**src/hw/rtl/tvf_pkg.sv**
```systemverilog
// ----------------------------------------------------------------------------
// tvf_pkg
// Shared types and constants of the tag/value field encoder.
// ----------------------------------------------------------------------------
package tvf_pkg;

    localparam int unsigned OP_W        = 2;
    localparam int unsigned TAG_W       = 32;
    localparam int unsigned TYPE_W      = 3;
    localparam int unsigned VALUE_W     = 64;
    localparam int unsigned BYTE_W      = 8;
    localparam int unsigned DIGIT_W     = 7;

    // 64-bit value gives at most ten base-128 digits
    localparam int unsigned STACK_DEPTH = 10;
    localparam int unsigned STACK_IDX_W = 4;
    localparam int unsigned STACK_CNT_W = 4;
    localparam int unsigned RAW_CNT_W   = 3;

    localparam int unsigned S_TDATA_W   = 104;

    localparam logic [BYTE_W-1:0]  HDR_ESCAPE       = 8'hF8;
    localparam logic [BYTE_W-1:0]  CONT_BIT         = 8'h80;
    localparam logic [TAG_W-1:0]   TAG_INLINE_LIMIT = 32'd31;

    typedef enum logic [OP_W-1:0] {
        OP_VARINT  = 2'd0,
        OP_HEADER  = 2'd1,
        OP_RAW64   = 2'd2,
        OP_PAYLOAD = 2'd3
    } t_op;

    // control from the sequencer to the digit unit
    typedef struct packed {
        logic                 load;
        logic                 step;
        logic [VALUE_W-1:0]   load_val;
    } t_unit_ctl;

    // control from the sequencer to the digit stack
    typedef struct packed {
        logic                 push;
        logic                 pop;
        logic [BYTE_W-1:0]    data;
    } t_stack_ctl;

endpackage

```
**src/hw/rtl/tvf_digit_unit.sv**
```systemverilog
// ----------------------------------------------------------------------------
// tvf_digit_unit
// Shared base-128 digit unit: peels one bijective digit off the remainder
// per step, least significant digit first.
// ----------------------------------------------------------------------------
module tvf_digit_unit
    import tvf_pkg::*;
(
    input  logic               i_clk,
    input  logic               i_rst_n,
    input  t_unit_ctl          i_ctl,
    output logic [BYTE_W-1:0]  o_digit,
    output logic               o_done
);

    logic [VALUE_W-1:0] r_rem;
    logic               r_first;

    // Mark every digit but the lowest one with the continuation bit
    assign o_digit = {1'b0, r_rem[DIGIT_W-1:0]} | (r_first ? '0 : CONT_BIT);
    assign o_done  = (r_rem[VALUE_W-1:DIGIT_W] == '0);

    // Load a new value or advance to the next higher digit
    always_ff @(posedge i_clk) begin
        if (!i_rst_n) begin
            r_first <= 1'b1;
        end else if (i_ctl.load) begin
            r_first <= 1'b1;
        end else if (i_ctl.step) begin
            r_first <= 1'b0;
        end
    end

    always_ff @(posedge i_clk) begin
        if (i_ctl.load) begin
            r_rem <= i_ctl.load_val;
        end else if (i_ctl.step) begin
            r_rem <= (r_rem >> DIGIT_W) - VALUE_W'(1);
        end
    end

endmodule

```
**src/hw/rtl/tvf_digit_stack.sv**
```systemverilog
// ----------------------------------------------------------------------------
// tvf_digit_stack
// Last-in first-out store that turns the digit order around, so that the
// most significant digit leaves first.
// ----------------------------------------------------------------------------
module tvf_digit_stack
    import tvf_pkg::*;
(
    input  logic                    i_clk,
    input  logic                    i_rst_n,
    input  t_stack_ctl              i_ctl,
    output logic [BYTE_W-1:0]       o_top,
    output logic [STACK_CNT_W-1:0]  o_count
);

    logic [BYTE_W-1:0]      r_mem [STACK_DEPTH];
    logic [STACK_CNT_W-1:0] r_cnt;
    logic [STACK_IDX_W-1:0] top_idx;

    assign top_idx = STACK_IDX_W'(r_cnt - STACK_CNT_W'(1));
    assign o_top   = r_mem[top_idx];
    assign o_count = r_cnt;

    // Track fill level
    always_ff @(posedge i_clk) begin
        if (!i_rst_n) begin
            r_cnt <= '0;
        end else if (i_ctl.push) begin
            r_cnt <= r_cnt + STACK_CNT_W'(1);
        end else if (i_ctl.pop) begin
            r_cnt <= r_cnt - STACK_CNT_W'(1);
        end
    end

    // Write the pushed digit at the current fill level
    always_ff @(posedge i_clk) begin
        if (i_ctl.push) begin
            r_mem[STACK_IDX_W'(r_cnt)] <= i_ctl.data;
        end
    end

endmodule

```
**src/hw/rtl/tag_value_field_encoder.sv**
```systemverilog
// ----------------------------------------------------------------------------
// tag_value_field_encoder
// Encodes one tagged field per input transfer into a run of bytes.
// ----------------------------------------------------------------------------
// Usage: the slave channel takes one field per transfer; tuser carries the
// operation (varint value, header only, 8 raw bytes, payload byte) and tdata
// the tag, type code and value. The master channel sends the encoded bytes
// one per transfer, with tlast on the final byte of each field.
// After acceptance the header state loads the header byte (for a payload
// operation the payload byte) into the output register. Each varint (long
// tag or value) first runs through the shared digit unit, one digit per
// cycle, then its digits leave from the digit stack one per cycle while
// the master side is ready. The slave side is ready only between items. A
// stalled master side holds the current byte in the output register and
// pauses the sequencer; digit conversion continues until a byte has to
// leave. Synchronous reset drops any item in progress and clears the
// output valid flag.
// ----------------------------------------------------------------------------
module tag_value_field_encoder
    import tvf_pkg::*;
(
    input  logic                  i_clk,
    input  logic                  i_rst_n,
    input  logic                  i_s_tvalid,
    output logic                  o_s_tready,
    // tag [31:0], type_code [34:32], value [98:35], zero fill above
    input  logic [S_TDATA_W-1:0]  i_s_tdata,
    // operation [1:0]
    input  logic [OP_W-1:0]       i_s_tuser,
    output logic                  o_m_tvalid,
    input  logic                  i_m_tready,
    // out_byte [7:0]
    output logic [BYTE_W-1:0]     o_m_tdata,
    output logic                  o_m_tlast
);

    typedef enum logic [2:0] {
        ST_IDLE,
        ST_HDR,
        ST_CONV,
        ST_EMIT,
        ST_RAW
    } t_state;

    t_state                  r_state,     n_state;
    t_op                     r_op,        n_op;
    logic [TAG_W-1:0]        r_tag,       n_tag;
    logic [TYPE_W-1:0]       r_type,      n_type;
    logic [VALUE_W-1:0]      r_value,     n_value;
    logic [RAW_CNT_W-1:0]    r_raw_cnt,   n_raw_cnt;
    logic                    r_on_tag,    n_on_tag;
    logic                    r_out_valid, n_out_valid;
    logic [BYTE_W-1:0]       r_out_byte,  n_out_byte;
    logic                    r_out_last,  n_out_last;

    t_unit_ctl               unit_ctl;
    t_stack_ctl              stack_ctl;
    logic [BYTE_W-1:0]       unit_digit;
    logic                    unit_done;
    logic [BYTE_W-1:0]       stack_top;
    logic [STACK_CNT_W-1:0]  stack_cnt;
    logic                    can_emit;
    logic                    s_accept;

    tvf_digit_unit u_digit_unit (
        .i_clk   (i_clk),
        .i_rst_n (i_rst_n),
        .i_ctl   (unit_ctl),
        .o_digit (unit_digit),
        .o_done  (unit_done)
    );

    tvf_digit_stack u_digit_stack (
        .i_clk   (i_clk),
        .i_rst_n (i_rst_n),
        .i_ctl   (stack_ctl),
        .o_top   (stack_top),
        .o_count (stack_cnt)
    );

    assign o_s_tready = (r_state == ST_IDLE);
    assign s_accept   = i_s_tvalid && o_s_tready;
    assign can_emit   = !r_out_valid || i_m_tready;
    assign o_m_tvalid = r_out_valid;
    assign o_m_tdata  = r_out_byte;
    assign o_m_tlast  = r_out_last;

    // Sequence header, payload byte, varint digits and raw bytes
    always_comb begin
        n_state     = r_state;
        n_op        = r_op;
        n_tag       = r_tag;
        n_type      = r_type;
        n_value     = r_value;
        n_raw_cnt   = r_raw_cnt;
        n_on_tag    = r_on_tag;
        n_out_valid = r_out_valid && !i_m_tready;
        n_out_byte  = r_out_byte;
        n_out_last  = r_out_last;
        unit_ctl    = '0;
        stack_ctl   = '0;

        unique case (r_state)
            ST_IDLE: begin
                if (s_accept) begin
                    n_op    = t_op'(i_s_tuser);
                    n_tag   = i_s_tdata[TAG_W-1:0];
                    n_type  = i_s_tdata[TAG_W +: TYPE_W];
                    n_value = i_s_tdata[TAG_W+TYPE_W +: VALUE_W];
                    n_state = ST_HDR;
                end
            end

            ST_HDR: begin
                if (can_emit) begin
                    n_out_valid = 1'b1;
                    n_raw_cnt   = '0;
                    if (r_op == OP_PAYLOAD) begin
                        n_out_byte = r_value[BYTE_W-1:0];
                        n_out_last = 1'b1;
                        n_state    = ST_IDLE;
                    end else if (r_tag < TAG_INLINE_LIMIT) begin
                        n_out_byte = {r_tag[BYTE_W-TYPE_W-1:0], r_type};
                        n_out_last = (r_op == OP_HEADER);
                        unique case (r_op)
                            OP_VARINT: begin
                                unit_ctl.load     = 1'b1;
                                unit_ctl.load_val = r_value;
                                n_on_tag          = 1'b0;
                                n_state           = ST_CONV;
                            end
                            OP_RAW64: n_state = ST_RAW;
                            default:  n_state = ST_IDLE;
                        endcase
                    end else begin
                        n_out_byte        = HDR_ESCAPE | BYTE_W'(r_type);
                        n_out_last        = 1'b0;
                        unit_ctl.load     = 1'b1;
                        unit_ctl.load_val = VALUE_W'(r_tag);
                        n_on_tag          = 1'b1;
                        n_state           = ST_CONV;
                    end
                end
            end

            ST_CONV: begin
                // push one digit per cycle, lowest first
                stack_ctl.push = 1'b1;
                stack_ctl.data = unit_digit;
                if (unit_done) begin
                    n_state = ST_EMIT;
                end else begin
                    unit_ctl.step = 1'b1;
                end
            end

            ST_EMIT: begin
                if (can_emit) begin
                    stack_ctl.pop = 1'b1;
                    n_out_valid   = 1'b1;
                    n_out_byte    = stack_top;
                    n_out_last    = 1'b0;
                    if (stack_cnt == STACK_CNT_W'(1)) begin
                        if (!r_on_tag || r_op == OP_HEADER) begin
                            n_out_last = 1'b1;
                            n_state    = ST_IDLE;
                        end else if (r_op == OP_RAW64) begin
                            n_state = ST_RAW;
                        end else begin
                            unit_ctl.load     = 1'b1;
                            unit_ctl.load_val = r_value;
                            n_on_tag          = 1'b0;
                            n_state           = ST_CONV;
                        end
                    end
                end
            end

            ST_RAW: begin
                // send the value little-endian, one byte per transfer
                if (can_emit) begin
                    n_out_valid = 1'b1;
                    n_out_byte  = r_value[BYTE_W-1:0];
                    n_value     = r_value >> BYTE_W;
                    n_raw_cnt   = r_raw_cnt + RAW_CNT_W'(1);
                    n_out_last  = (r_raw_cnt == '1);
                    if (r_raw_cnt == '1) begin
                        n_state = ST_IDLE;
                    end
                end
            end

            default: n_state = ST_IDLE;
        endcase
    end

    // Hold state and the output register
    always_ff @(posedge i_clk) begin
        if (!i_rst_n) begin
            r_state     <= ST_IDLE;
            r_out_valid <= 1'b0;
            r_on_tag    <= 1'b0;
            r_raw_cnt   <= '0;
        end else begin
            r_state     <= n_state;
            r_out_valid <= n_out_valid;
            r_on_tag    <= n_on_tag;
            r_raw_cnt   <= n_raw_cnt;
        end
        r_op       <= n_op;
        r_tag      <= n_tag;
        r_type     <= n_type;
        r_value    <= n_value;
        r_out_byte <= n_out_byte;
        r_out_last <= n_out_last;
    end

endmodule
```
**config.mk**
```make
export PLATFORM = sky130hd
export DESIGN_NAME = tag_value_field_encoder
export DESIGN_NICKNAME = d
export VERILOG_FILES = /design/src/hw/rtl/tvf_pkg.sv /design/src/hw/rtl/tvf_digit_unit.sv /design/src/hw/rtl/tvf_digit_stack.sv /design/src/hw/rtl/tag_value_field_encoder.sv
export SDC_FILE = /design/constraint.sdc
export NUM_CORES = 1
export LEC_CHECK = 0
export BUFFER_PORTS_ARGS = -buffer_cell sky130_fd_sc_hd__buf_2
export CORE_ASPECT_RATIO = 0.8
export CORE_MARGIN = 1
export CORE_UTILIZATION = 25
export DETAILED_ROUTE_END_ITERATION = 7
export PLACE_DENSITY = 0.48
export SLEW_MARGIN = 20
export SYNTH_ARGS = -nofsm -noshare
export SYNTH_HDL_FRONTEND = slang
export SYNTH_SLANG_ARGS = --single-unit
```
**constraint.sdc**
```tcl
create_clock -name i_clk -period 10.3 [get_ports i_clk]
set_input_delay 0 -clock i_clk [delete_from_list [all_inputs] [get_ports i_clk]]
set_output_delay 0 -clock i_clk [all_outputs]
set_load 0.02 [all_outputs]
```
==> flow_summary.yaml <==
run_status:
  status: "finished clean"
worst_setup_path:
  r2r_end: "o_m_tdata[7]"
  crit_cells: 9
  regToRegStartpoint: "u_digit_stack.o_count[0]"
  critical_path_class: "reg -> reg"
  crit_chain: "buf_4, inv_1, ha_1, mux4_2, nor2b_1, a211oi_1, a211oi_1, a21oi_1, o21ai_0"
  cp_num_buf_inv: 2
  cp.arrival_ns: 3.78
  cp_common_cell: "a211oi_1"
  endpoint: "o_m_tdata[7]"
  rrSetupSlack_ns: 6.78
  crit_start: "u_digit_stack.o_count[0]"
  cp-end-kind: "register"
  cp_max_fo: 28
  reg2reg_depth: 9
  crit_family: "adder cells"
  start_kind: "register"
  critical-path-max-stage-delay_ns: 0.96
  crit_slowest_cell: "ha_1"
  required_ns: 10.57
clocking:
  cts_buffers: 27
  clkSinkCount: 267
  clk_pin_slew_ns: 0.06
  h-tree-depth: 1
  post-cts-setup-buffers: 0
  hold_buffers: 103
  post_cts_resized: 0
  cts_buffer_depth: 3
  root_buffer: "clkbuf_16"
  cts_tree: "built"
  clkLatencyLatePin_ns: 0.55
timing:
  fin_setup_tns_ns: 0
  hold_violations: 0
  drv_slew: 0
  grt_setup_unrepaired: "false"
  setup_viol: 0
  clock_skew_ns: 0.01610
  maxSlewHeadroom: 0.3150
  period_minus_slack_ns: 3.517
  worstMarginPinSlew_ns: 1.024
  layout_worst_path_cycle_share: 0.3414
  fmax_mhz: 284.4
yosys:
  synth-edff-count: 254
  synthCells: 1033
  yosysWarningCount: 0
  seq_area_frac_synth: 0.6414
  async_reset_ff_frac: 0
  yosysTopAreaCell: "edfxtp_1"
  syn_area_um2: 12300
  synth.area.top_cells: "edfxtp_1 (62%), nand2_1 (7.6%), mux4_2 (2.9%)"
  syn_avg_cell_area_um2: 11.90
  ys_ff_latch: 267
  yosys_most_used_dff: "edfxtp_1"
  syn_nets: 1151
  yosysUniqueCellTypes: 57
  synth_top_area_share: 0.6203
floorplanning:
  core_area_um2: 48470
  die_y_um: 200.4
  ios: 121
  fp-row-count: 72
  die_w_um: 250.0
  start_util: 0.2537
  die_area_um2: 50080
cells_and_area:
  utilization: 0.3198
  nFillCells: 4914
  multi_input_area_um2: 4214
  postLayoutCellArea_um2: 15500
  regArea_um2: 7888
  diodes: 0
  nets: 1362
  drive_above_1_share: 0.1599
  syn_to_final_growth_pct: 26.03
run:
  cap_violations: 0
route:
  drt_iter0_drc: 659
  wl_um: 34320
  dr.pass1.iters: 5
  wl_per_cell_um: 18.14
  drtAntennaViolNets: 0
  viasPerCell: 4.666
  drcViolationCount: 0
  vias: 8829
grt:
  grt_antenna_before_repair: 3
  grt_pass1_vias: 8779
  grt_max_degree: 70
  grt_overflow_total: 0
  track_usage: 0.1339
  grt_pass1_wl_um: 52160
placed_design:
  io_buffers: 115
  hpwlAfterDp_um: 23280
  placed_area_um2: 13610
  gp_congestion: 0.8162
power_and_ir_drop:
  power_mw: 3.311
  leakagePower_nw: 5.517
  power_density_nw_per_um2: 213.6
  ir_worst_vdd_v: 0.0001413
min_path:
  hold_path.class: "in -> reg"
==> through the flow <==
| step | instances | setup WS (ns) | hold WS (ns) |
|---|---|---|---|
| after CTS | 1892 | 6.753 | 0.02392 |
| after detailed placement | 1741 | 6.755 | 0.1786 |
| after floorplan | 1033 | 6.546 | 0.07183 |
| after global placement | 1741 | 6.775 | 0.1770 |
| after global routing | 1892 | 6.547 | 0.08088 |
| final | 1892 | 6.783 | 0.04833 |
==> cell usage after synthesis (all sizes together) (9+ instances only) <==
cell,n
edfxtp,254
nand2,249
nor2,64
a211oi,11
or3,10
a221o,11
nor3,33
a21o,10
mux4,16
a22oi,13
o21ai,49
xnor2,29
xor2,27
dfxtp,13
nand3,24
clkbuf,47
nor4,24
a21oi,19
and3,9
and2,22
==> report_power, final <==
part / internal (mW) / switching (mW)
Clock: 0.555 / 0.426
Combinational: 0.271 / 0.426
Sequential: 1.47 / 0.159
Total: 2.30 / 1.01
==> registers in the layout, indices dropped and copies added, names as in the netlist <==
| register | cells |
|---|---|
| r_state | 3 |
| u_digit_unit.r_first | 1 |
| r_raw_cnt | 3 |
| r_type | 3 |
| o_m_tlast | 1 |
| u_digit_stack.r_mem | 80 |
| u_digit_stack.o_count | 4 |
| o_m_tdata | 8 |
| u_digit_unit.r_rem | 64 |
| r_op | 2 |
| r_value | 64 |
| o_m_tvalid | 1 |
| r_tag | 32 |
| r_on_tag | 1 |
==> tightest hold or removal path, cell delays in order <==
cell     delay (ns)
buf_2          0.10
a31oi_1        0.08
a21oi_1        0.14
a31oi_1        0.07
a21oi_1        0.16
==> layout make-up <==
class / count / area share
Multi-Input combinational cell: 706 / 0.2719
Sequential cell: 267 / 0.5090
Tap cell: 629 / 0.05078
Timing Repair Buffer: 233 / 0.1109
Clock inverter: 17 / 0.01066
Clock buffer: 31 / 0.04457
Inverter: 9 / 0.002180
==> worst min path at each step <==
stage,slack (ns),endpoint,startpoint,depth (start not counted)
after floorplan,0.07,u_digit_unit.r_first,i_rst_n,1
after global placement,0.18,r_tag[18],i_s_tdata[18],1
after detailed placement,0.18,r_tag[9],i_s_tdata[9],1
after CTS,0.02,r_state[0],i_s_tvalid,5
after global routing,0.08,r_state[0],i_s_tvalid,5
final,0.05,r_state[0],i_s_tvalid,5
==> layer usage <==
layer	up-vias	wire, µm	global-route usage	share of wire
met5	-	13	0	0.00038
met1	4320	17210	0.2048	0.50
met3	38	1721	0.02014	0.050
li1	4217	-	-	-
met4	2	543	0.02147	0.016
met2	252	14830	0.2012	0.43
==> kinds of logic after synthesis <==
family,Yosys count,share of synthesized area
compound gates,142,0.07631
xor+xnor,56,0.03989
fa+ha+maj,9,0.008954
buf+inv,60,0.01852
flops,267,0.6414
mux,28,0.03948
simple gates,471,0.1754
==> placed cells by master, fill, tap and decap left out, types with 11 or more instances in the layout <==
| master | instances |
|---|---|
| clkbuf_16 | 27 |
| a21oi_1 | 18 |
| dfxtp_1 | 13 |
| and2_1 | 21 |
| edfxtp_1 | 254 |
| nand2_1 | 248 |
| mux4_2 | 16 |
| buf_4 | 15 |
| xor2_1 | 27 |
| nor2_1 | 64 |
| a22oi_1 | 13 |
| nand3_1 | 24 |
| xnor2_1 | 29 |
| nor4_1 | 23 |
| dlygate4sd3_1 | 103 |
| a221o_1 | 11 |
| a211oi_1 | 11 |
| buf_2 | 115 |
| o21ai_0 | 46 |
| nor3_1 | 32 |
(Power assumes the default switching activity.)
